[src/hdl/ehsb_pkg.sv]
// shared types, command codes and register indexes for the host port flash bridge
`timescale 1ns / 1ps

package ehsb_pkg;

    // host access kinds
    typedef enum logic [1:0] {
        KIND_WR_CMD    = 2'd0,
        KIND_WR_DATA   = 2'd1,
        KIND_RD_DATA   = 2'd2,
        KIND_RD_STATUS = 2'd3
    } kind_t;

    // pending second byte
    typedef enum logic [1:0] {
        PEND_NONE    = 2'd0,
        PEND_FLASH   = 2'd1,
        PEND_VERSION = 2'd2
    } pend_t;

    // host commands
    localparam logic [7:0] CMD_ENTER_FLASH = 8'hDC;
    localparam logic [7:0] CMD_EXIT_FLASH  = 8'hFC;
    localparam logic [7:0] CMD_VERSION     = 8'h80;
    localparam logic [7:0] CMD_SELECT      = 8'h01;
    localparam logic [7:0] CMD_SEND_CMD    = 8'h02;
    localparam logic [7:0] CMD_SEND_BYTE   = 8'h03;
    localparam logic [7:0] CMD_READ_BYTE   = 8'h04;
    localparam logic [7:0] CMD_DESELECT    = 8'h05;

    // version indexes
    localparam logic [7:0] VER_IDX_MAIN = 8'd0;
    localparam logic [7:0] VER_IDX_SUB  = 8'd1;
    localparam logic [7:0] VER_IDX_TEST = 8'd2;

    // configuration register indexes
    localparam int unsigned CFG_IDX_W = 3;
    localparam logic [CFG_IDX_W-1:0] REG_VERSION_MAIN   = 3'd0;
    localparam logic [CFG_IDX_W-1:0] REG_VERSION_SUB    = 3'd1;
    localparam logic [CFG_IDX_W-1:0] REG_VERSION_TEST   = 3'd2;
    localparam logic [CFG_IDX_W-1:0] REG_FLASH_MODE_ACK = 3'd3;
    localparam logic [CFG_IDX_W-1:0] REG_READ_FILL_BYTE = 3'd4;

    // configuration reset values
    localparam logic [7:0] RST_FLASH_MODE_ACK = 8'h33;

    typedef struct packed {
        logic [7:0] version_main;
        logic [7:0] version_sub;
        logic [7:0] version_test;
        logic [7:0] flash_mode_ack;
        logic [7:0] read_fill_byte;
    } cfg_t;

    typedef struct packed {
        logic       in_flash_mode;
        logic       select_active;
        pend_t      pending_byte;
        logic [7:0] out_buffer;
        logic       out_full;
    } bridge_state_t;

    typedef struct packed {
        logic [7:0] read_data;
        logic       spi_shift;
        logic [7:0] spi_byte;
        logic       chip_select;
        logic       cs_restart;
        logic       flash_mode_on;
        logic       access_status;
    } result_t;

endpackage

[src/hdl/ehsb_decode.sv]
// access decoder: next bridge state and result for one host access
`timescale 1ns / 1ps

module ehsb_decode
(
    input  ehsb_pkg::cfg_t          cfg,
    input  ehsb_pkg::bridge_state_t cur,
    input  ehsb_pkg::kind_t         kind,
    input  logic [7:0]              bus_byte,
    input  logic [7:0]              flash_reply,
    output ehsb_pkg::bridge_state_t nxt,
    output ehsb_pkg::result_t       res
);

    logic       shift;
    logic [7:0] sbyte;
    logic       restart;
    logic       status;
    logic [7:0] rd;

    always_comb
    begin
        nxt     = cur;
        shift   = 1'b0;
        sbyte   = 8'h00;
        restart = 1'b0;
        status  = 1'b0;
        rd      = 8'h00;

        case (kind)
            ehsb_pkg::KIND_WR_CMD:
            begin
                if (cur.pending_byte == ehsb_pkg::PEND_FLASH)
                begin
                    // second byte of a flash send goes out unchanged
                    shift            = 1'b1;
                    sbyte            = bus_byte;
                    nxt.pending_byte = ehsb_pkg::PEND_NONE;
                end
                else
                begin
                    // a new command drops any version request
                    nxt.pending_byte = ehsb_pkg::PEND_NONE;
                    case (bus_byte)
                        ehsb_pkg::CMD_ENTER_FLASH:
                        begin
                            nxt.in_flash_mode = 1'b1;
                            nxt.out_buffer    = cfg.flash_mode_ack;
                            nxt.out_full      = 1'b1;
                        end
                        ehsb_pkg::CMD_EXIT_FLASH:
                        begin
                            nxt.in_flash_mode = 1'b0;
                            nxt.select_active = 1'b0;
                        end
                        ehsb_pkg::CMD_VERSION:
                        begin
                            nxt.pending_byte = ehsb_pkg::PEND_VERSION;
                        end
                        ehsb_pkg::CMD_SELECT:
                        begin
                            if (!cur.in_flash_mode)
                            begin
                                status = 1'b1;
                            end
                            else
                            begin
                                restart           = cur.select_active;
                                nxt.select_active = 1'b1;
                            end
                        end
                        ehsb_pkg::CMD_DESELECT:
                        begin
                            if (!cur.in_flash_mode)
                            begin
                                status = 1'b1;
                            end
                            else
                            begin
                                nxt.select_active = 1'b0;
                            end
                        end
                        ehsb_pkg::CMD_READ_BYTE:
                        begin
                            if (!cur.in_flash_mode)
                            begin
                                status = 1'b1;
                            end
                            else
                            begin
                                shift          = 1'b1;
                                sbyte          = cfg.read_fill_byte;
                                nxt.out_buffer = flash_reply;
                                nxt.out_full   = 1'b1;
                            end
                        end
                        ehsb_pkg::CMD_SEND_CMD,
                        ehsb_pkg::CMD_SEND_BYTE:
                        begin
                            if (!cur.in_flash_mode)
                            begin
                                status = 1'b1;
                            end
                            else
                            begin
                                nxt.pending_byte = ehsb_pkg::PEND_FLASH;
                            end
                        end
                        default:
                        begin
                            status = 1'b1;
                        end
                    endcase
                end
            end
            ehsb_pkg::KIND_WR_DATA:
            begin
                if (cur.pending_byte == ehsb_pkg::PEND_VERSION)
                begin
                    nxt.pending_byte = ehsb_pkg::PEND_NONE;
                    case (bus_byte)
                        ehsb_pkg::VER_IDX_MAIN:
                        begin
                            nxt.out_buffer = cfg.version_main;
                            nxt.out_full   = 1'b1;
                        end
                        ehsb_pkg::VER_IDX_SUB:
                        begin
                            nxt.out_buffer = cfg.version_sub;
                            nxt.out_full   = 1'b1;
                        end
                        ehsb_pkg::VER_IDX_TEST:
                        begin
                            nxt.out_buffer = cfg.version_test;
                            nxt.out_full   = 1'b1;
                        end
                        default:
                        begin
                            status = 1'b1;
                        end
                    endcase
                end
                else
                begin
                    // stray data write
                    status = 1'b1;
                end
            end
            ehsb_pkg::KIND_RD_DATA:
            begin
                rd           = cur.out_buffer;
                nxt.out_full = 1'b0;
            end
            ehsb_pkg::KIND_RD_STATUS:
            begin
                // bit0 output full, input busy always clear
                rd = {7'd0, cur.out_full};
            end
            default:
            begin
                rd = 8'h00;
            end
        endcase
    end

    // result beat
    always_comb
    begin
        res.read_data     = rd;
        res.spi_shift     = shift;
        res.spi_byte      = sbyte;
        res.chip_select   = nxt.select_active;
        res.cs_restart    = restart;
        res.flash_mode_on = nxt.in_flash_mode;
        res.access_status = status;
    end

endmodule

[src/hdl/ec_host_port_spi_follow_bridge_unit.sv]
// top level of the host command/data port to spi flash bridge
//
//  channel  direction  handshake            payload
//  in       input      in_valid / in_stall  kind, bus_byte, flash_reply
//  out      output     out_valid/out_stall  read_data, spi_shift, spi_byte, chip_select,
//                                           cs_restart, flash_mode_on, access_status
//  cfg      input      cfg_we               cfg_index, cfg_data
//
// one access per cycle while the output is not stalled: a beat lands in the input register,
// is decoded from there into the result register, so throughput is one beat per
// cycle, set by the single decode step that updates the bridge state
// reset clears the bridge state and both valid flags and loads the register defaults
// a stalled result holds the decode; the input register then stalls the input side
`timescale 1ns / 1ps

module ec_host_port_spi_follow_bridge_unit
(
    input  logic                            clk,
    input  logic                            rst_n,
    // input channel
    input  logic                            in_valid,
    output logic                            in_stall,
    input  logic [1:0]                      kind,
    input  logic [7:0]                      bus_byte,
    input  logic [7:0]                      flash_reply,
    // output channel
    output logic                            out_valid,
    input  logic                            out_stall,
    output logic [7:0]                      read_data,
    output logic                            spi_shift,
    output logic [7:0]                      spi_byte,
    output logic                            chip_select,
    output logic                            cs_restart,
    output logic                            flash_mode_on,
    output logic                            access_status,
    // configuration write port
    input  logic                            cfg_we,
    input  logic [ehsb_pkg::CFG_IDX_W-1:0]  cfg_index,
    input  logic [7:0]                      cfg_data
);

    ehsb_pkg::cfg_t          cfg_reg;
    ehsb_pkg::bridge_state_t state_reg;
    ehsb_pkg::bridge_state_t state_next;
    ehsb_pkg::result_t       res_reg;
    ehsb_pkg::result_t       res_next;

    logic                    in_valid_reg;
    ehsb_pkg::kind_t         kind_reg;
    logic [7:0]              bus_byte_reg;
    logic [7:0]              flash_reply_reg;
    logic                    out_valid_reg;

    logic                    advance;
    logic                    in_take;

    // decode moves forward when the result register is free or drained
    assign advance  = !out_valid_reg || !out_stall;
    assign in_stall = in_valid_reg && !advance;
    assign in_take  = in_valid && !in_stall;

    // configuration registers
    always_ff @(posedge clk or negedge rst_n)
    begin
        if (!rst_n)
        begin
            cfg_reg.version_main   <= 8'h00;
            cfg_reg.version_sub    <= 8'h00;
            cfg_reg.version_test   <= 8'h00;
            cfg_reg.flash_mode_ack <= ehsb_pkg::RST_FLASH_MODE_ACK;
            cfg_reg.read_fill_byte <= 8'h00;
        end
        else if (cfg_we)
        begin
            case (cfg_index)
                ehsb_pkg::REG_VERSION_MAIN:   cfg_reg.version_main   <= cfg_data;
                ehsb_pkg::REG_VERSION_SUB:    cfg_reg.version_sub    <= cfg_data;
                ehsb_pkg::REG_VERSION_TEST:   cfg_reg.version_test   <= cfg_data;
                ehsb_pkg::REG_FLASH_MODE_ACK: cfg_reg.flash_mode_ack <= cfg_data;
                ehsb_pkg::REG_READ_FILL_BYTE: cfg_reg.read_fill_byte <= cfg_data;
                default:                      cfg_reg                <= cfg_reg;
            endcase
        end
    end

    // input register valid
    always_ff @(posedge clk or negedge rst_n)
    begin
        if (!rst_n)
        begin
            in_valid_reg <= 1'b0;
        end
        else if (!in_stall)
        begin
            in_valid_reg <= in_valid;
        end
    end

    // input register payload
    always_ff @(posedge clk)
    begin
        if (in_take)
        begin
            kind_reg        <= ehsb_pkg::kind_t'(kind);
            bus_byte_reg    <= bus_byte;
            flash_reply_reg <= flash_reply;
        end
    end

    // access decode
    ehsb_decode u_decode
    (
        .cfg         (cfg_reg),
        .cur         (state_reg),
        .kind        (kind_reg),
        .bus_byte    (bus_byte_reg),
        .flash_reply (flash_reply_reg),
        .nxt         (state_next),
        .res         (res_next)
    );

    // bridge state and result valid
    always_ff @(posedge clk or negedge rst_n)
    begin
        if (!rst_n)
        begin
            state_reg     <= '0;
            out_valid_reg <= 1'b0;
        end
        else if (advance)
        begin
            out_valid_reg <= in_valid_reg;
            if (in_valid_reg)
            begin
                state_reg <= state_next;
            end
        end
    end

    // result register payload
    always_ff @(posedge clk)
    begin
        if (advance && in_valid_reg)
        begin
            res_reg <= res_next;
        end
    end

    // output beat
    assign out_valid     = out_valid_reg;
    assign read_data     = res_reg.read_data;
    assign spi_shift     = res_reg.spi_shift;
    assign spi_byte      = res_reg.spi_byte;
    assign chip_select   = res_reg.chip_select;
    assign cs_restart    = res_reg.cs_restart;
    assign flash_mode_on = res_reg.flash_mode_on;
    assign access_status = res_reg.access_status;

endmodule
[config.mk]
export PLATFORM = sky130hd
export DESIGN_NAME = ec_host_port_spi_follow_bridge_unit
export DESIGN_NICKNAME = d
export VERILOG_FILES = /design/src/hdl/ehsb_pkg.sv /design/src/hdl/ehsb_decode.sv /design/src/hdl/ec_host_port_spi_follow_bridge_unit.sv
export SDC_FILE = /design/constraint.sdc
export NUM_CORES = 1
export LEC_CHECK = 0
export ABC_AREA = 1
export BUFFER_PORTS_ARGS = -buffer_cell sky130_fd_sc_hd__buf_2
export CORE_MARGIN = 4
export CORE_UTILIZATION = 50
export CTS_CLUSTER_DIAMETER = 60
export DETAILED_ROUTE_END_ITERATION = 6
export GPL_TIMING_DRIVEN = 0
export PLACE_DENSITY_LB_ADDON = 0.25
export SYNTH_ARGS = -nofsm -noshare
export SYNTH_HDL_FRONTEND = slang
export SYNTH_SLANG_ARGS = --single-unit
[constraint.sdc]
create_clock -name clk -period 2.2 [get_ports clk]
set_input_delay 0.22 -clock clk [delete_from_list [all_inputs] [get_ports clk]]
set_output_delay 0.22 -clock clk [all_outputs]
set_load 0.01 [all_outputs]
; Word level (Yosys, flattened, before mapping)
; Cells that the tools add are included.
[classes]
n_eq_ne = 22
mux = 29
bitwise = 3
reduce_logical = 27
[op_table]
columns = cell, count
row1 = 9-bit one-hot mux with 3 select lines, 1
row2 = 8-bit equality test (second input constant), 3
row3 = 8-bit 2-to-1 mux, 3
row4 = 10-bit one-hot mux with 2 select lines, 1
row5 = 9-bit 2-to-1 mux, 2
row6 = 9-bit one-hot mux with 2 select lines, 1
row7 = 8-bit by 2-bit equality test with 1-bit output (second input constant), 2
row8 = 8-bit by 3-bit equality test with 1-bit output (second input constant), 2
row9 = 8-bit one-hot mux with 2 select lines, 1
row10 = 8-bit AND reduction, 2
row11 = 2-bit AND reduction, 6
row12 = 11-bit 2-to-1 mux, 1
row13 = 1-bit 2-to-1 mux, 10
row14 = 8-bit by 1-bit equality test with 1-bit output (second input constant), 1
row15 = 8-bit zero test, 1
row16 = 2-bit equality test (second input constant), 3
row17 = 3-bit by 2-bit equality test with 1-bit output (second input constant), 2
row18 = 2-bit 2-to-1 mux, 3
row19 = 3-bit inequality test (second input constant), 2
row20 = 1-bit one-hot mux with 2 select lines, 3
row21 = 1-bit one-hot mux with 3 select lines, 2
row22 = 3-bit OR reduction, 2
row23 = 5-bit OR reduction, 1
row24 = 2-bit by 1-bit equality test with 1-bit output (second input constant), 2
row25 = 17 further kinds, 24
[word_totals]
reg_bits = 94
input_bits = 34
out_inout_bits = 23

; Longest topological paths before layout
[logic_depth]
depth_word = 6
depth_mapped = 13

; By module
; From an unflattened synthesis, not the netlist that was laid out.
[hier_totals]
hier_cells = 586
hier_area_um2 = 4837.1
[modules_own_cells]
columns = mod, n_inst, cells_each, area_per_inst_um2
row1 = ec_host_port_spi_follow_bridge_unit, 1, 286, 3399.5
row2 = ehsb_decode, 1, 300, 1437.6

; Worst setup path before layout
; No wires, ideal clock.
[synth_path]
path_kind = register -> register
startpoint = register bus_byte_reg[4]
endpoint = register res_reg, in the netlist chip_select, data pin
t_arrival_ns = 1.319
t_required_ns = 1.945
path_slack_ns = 0.627
path_stages_with_launch = 10
period_less_slack_ns = 1.573
cell_sequence = edfxtp_1 nor2_2 nand2_2 inv_2 buf_6 buf_6 nand4_1 nand2_1 nand3b_1 and2_1
[synth_lines]
columns = element, line
row1 = from (decl), ec_host_port_spi_follow_bridge_unit.sv:50  ; logic [7:0] bus_byte_reg;
row2 = from (signal assigned), ec_host_port_spi_follow_bridge_unit.sv:105  ; bus_byte_reg <= bus_byte;
row3 = to (signal assigned), ec_host_port_spi_follow_bridge_unit.sv:145  ; res_reg <= res_next;
row4 = to (decl), ec_host_port_spi_follow_bridge_unit.sv:45  ; ehsb_pkg::result_t res_reg;

; Final worst setup path
[layout_path]
startpoint = register bus_byte_reg[4]
endpoint = register res_reg, in the netlist spi_byte[2], data pin
[layout_between]
elab_chain_len = 3
[layout_lines]
columns = element, line
row1 = 8-bit by 3-bit equality test with 1-bit output, ehsb_decode.sv:44  ; case (bus_byte)
row2 = 8-bit 2-to-1 mux, ehsb_decode.sv:44
row3 = 8-bit 2-to-1 mux, ehsb_decode.sv:33  ; if (cur.pending_byte == ehsb_pkg::PEND_FLASH)
; No other way between the ends.
; A chain may end at the register's enable or synchronous reset.

==> reports/qor.yml <==
setup_path:
  cpPeakStageDelay_ps: 450
  crit_chain: "nor2_2 > nand2_2 > nor2_1 > buf_4 > nand4_2 > o22ai_1"
  r2r-end: "spi_byte[2]"
  crit_fanout: 10
  start_kind: "register"
  cp-end-kind: "register"
  path_class: "reg -> reg"
  critPathBufInv: 1
  cp-endpoint: "spi_byte[2]"
  startpoint: "bus_byte_reg[4]"
  cp.required_ps: 2390
  reg2reg_setup_slack_ps: 390
  rr_worst_depth: 6
  worstPathArrival_ps: 1990
  crit_cells: 6
  crit_slowest_cell: "edfxtp_1"
  path_delay_family: "simple AND/OR/NAND/NOR gates"
  reg2reg_from: "bus_byte_reg[4]"
synth:
  synthSimpleGateAreaFrac: 0.2443
  yosysWarningCount: 0
  ys_ff_latch: 94
  syn_area_um2: 4240
  synthesis.nets: 502
  synthXorXnorAreaFrac: 0
  synth-compound-area-share: 0.08498
  avgSynthCellArea_um2: 9.061
  synth_top_family_by_area: "simple AND/OR/NAND/NOR gates"
  syn-instance-count: 468
  synth_area_leaders: "dfrtp_1 (30%), edfxtp_1 (28%), nand2_1 (12%)"
  yosysTopAreaCell: "dfrtp_1"
  synth_top_area_share: 0.3010
  yosysSeqAreaShare: 0.6019
  synthAdderAreaFrac: 0
  synth.distinct_cells: 30
  synth_mux_area_frac: 0
sta:
  max_slew_margin: 0.1898
  post-route-period-util: 0.8208
  post-route-min-period_ps: 1806
  rsz0062_at_grt: "false"
  max_slew.worst_pin.slew_ps: 1215
  clock_skew_ps: 13.10
  maxSlewViolCount: 0
  final-hold-violation-count: 0
  fmax_mhz: 553.8
  fin_setup_tns_ps: 0
  setup_viol: 0
floorplanning:
  dieArea_um2: 10020
  die_w_um: 100.1
  row_count: 33
  io-pin-count: 57
  initial_core_util: 0.5161
  core_area_um2: 8217
  fp.dieH_um: 100.1
place:
  io_buffers: 56
  hpwl_um: 6717
  dp.cells: 629
  dpl-instance-area_um2: 4652
  place.gp.congestion: 0.8675
min_path:
  hold_class: "in -> reg"
drt:
  drc: 0
  vias: 3344
  detail_route.wirelength_um: 9058
  wl_per_cell_um: 14.00
  postRouteAntennaNets: 0
  via_per_inst: 5.168
  drtIter0Drc: 187
  first_pass_iters: 4
clock_tree:
  postCtsSetupRepairBufs: 0
  clock-sinks: 94
  clk_latency_ps: 360
  cts_resized: 0
  cts_buffer_depth: 2
  clock_tree.root_cell: "clkbuf_8"
  path_clk_slew_ps: 100
  tritoncts: "yes"
  cts_hold_buf: 0
  cts_buffers: 9
  htreeDepth: 3
finish:
  fin_area_um2: 4860
  n_antenna_cell: 0
  syn_to_final_growth_pct: 14.61
  final_common_cell: "nand2_1"
  final_cell_mix: "nand2_1 (139), buf_2 (58), inv_1 (54)"
  nets: 571
  finalNonFillerCells: 647
  drive_gt1_frac: 0.2011
  largest_reg_flops: 40
power:
  power_density_nw_per_um2: 829.2
  power_mw: 4.030
  vdd_drop_max_uv: 434.7
  p_leak_nw: 2.324
global_route:
  grt_max_degree: 56
  grt_pass1_vias: 3322
  grt_pass1_wl_um: 15230
  antenna_found_initial: 0
  grt_usage: 0.1945
  grt_remaining_overflow: 0
outcome:
  outcome: "finished, final reports clean"
job:
  cap_violations: 0
-- through the flow --
step                  util  hold WS, ps  worst slack (ps)
floorplan                -       -75.59             626.6
global route        0.5914       0.9658             260.4
CTS                 0.5890        7.816             406.9
global placement    0.5662        396.7             500.1
detailed placement  0.5662        398.1             430.0
finish              0.5914        21.69             394.2
-- cells by family (layout without fill, tap and decap cells) --
family          Yosys count  count (layout)
simple gates            237             237
buf+inv                  71             145
compound gates           66              66
flops                    94              94
-- worst reg2reg max path: stages (launching register included) --
cell and delay (ps):
edfxtp_1 450, nor2_2 180, nand2_2 120, nor2_1 210
buf_4 220, nand4_2 240, o22ai_1 220
-- Yosys cell counts (all sizes together) --
cell type / instances
a21oi: 1
a22oi: 1
and2: 1
buf: 6
clkbuf: 5
dfrtp: 51
dfstp: 4
edfxtp: 39
inv: 60
nand2: 147
nand3: 33
nand3b: 1
nand4: 4
nor2: 48
nor3: 3
o21ai: 53
o22ai: 9
o31ai: 2
-- power breakdown --
part / switching (mW) / total, mW / internal (mW)
Clock: 0.647 / 1.08 / 0.434
Combinational: 0.399 / 0.638 / 0.239
Sequential: 0.161 / 2.31 / 2.15
-- per-layer routing --
| metal | share of wire | vias up | global-route usage |
|---|---|---|---|
| li1 | - | 1650 | - |
| met1 | 0.43 | 1607 | 0.2492 |
| met2 | 0.50 | 76 | 0.3248 |
| met3 | 0.055 | 11 | 0.04448 |
| met4 | 0.015 | 0 | 0.07150 |
| met5 | 0 | - | 0 |
-- final cells by class --
type,count,area [µm²]
Timing Repair Buffer,58,300.3
Fill cell,746,3357
Clock buffer,9,123.9
Tap cell,105,131.4
Sequential cell,94,2552
Inverter,60,225.2
Clock inverter,7,63.81
Multi-Input combinational cell,303,1396
Buffer,11,66.31
-- worst min-delay path by stage --
stage / start / end / slack (ps) / cells after the start
after floorplan: rst_n / cfg_reg[0] / -80 / 0
after global placement: flash_reply[6] / flash_reply_reg[6] / 400 / 1
after global routing: flash_reply[2] / flash_reply_reg[2] / 1 / 1
after detailed placement: flash_reply[6] / flash_reply_reg[6] / 400 / 1
after CTS: flash_reply[6] / flash_reply_reg[6] / 8 / 1
final: flash_reply[6] / flash_reply_reg[6] / 20 / 1
No activity file was read; power rests on OpenSTA's default activity.
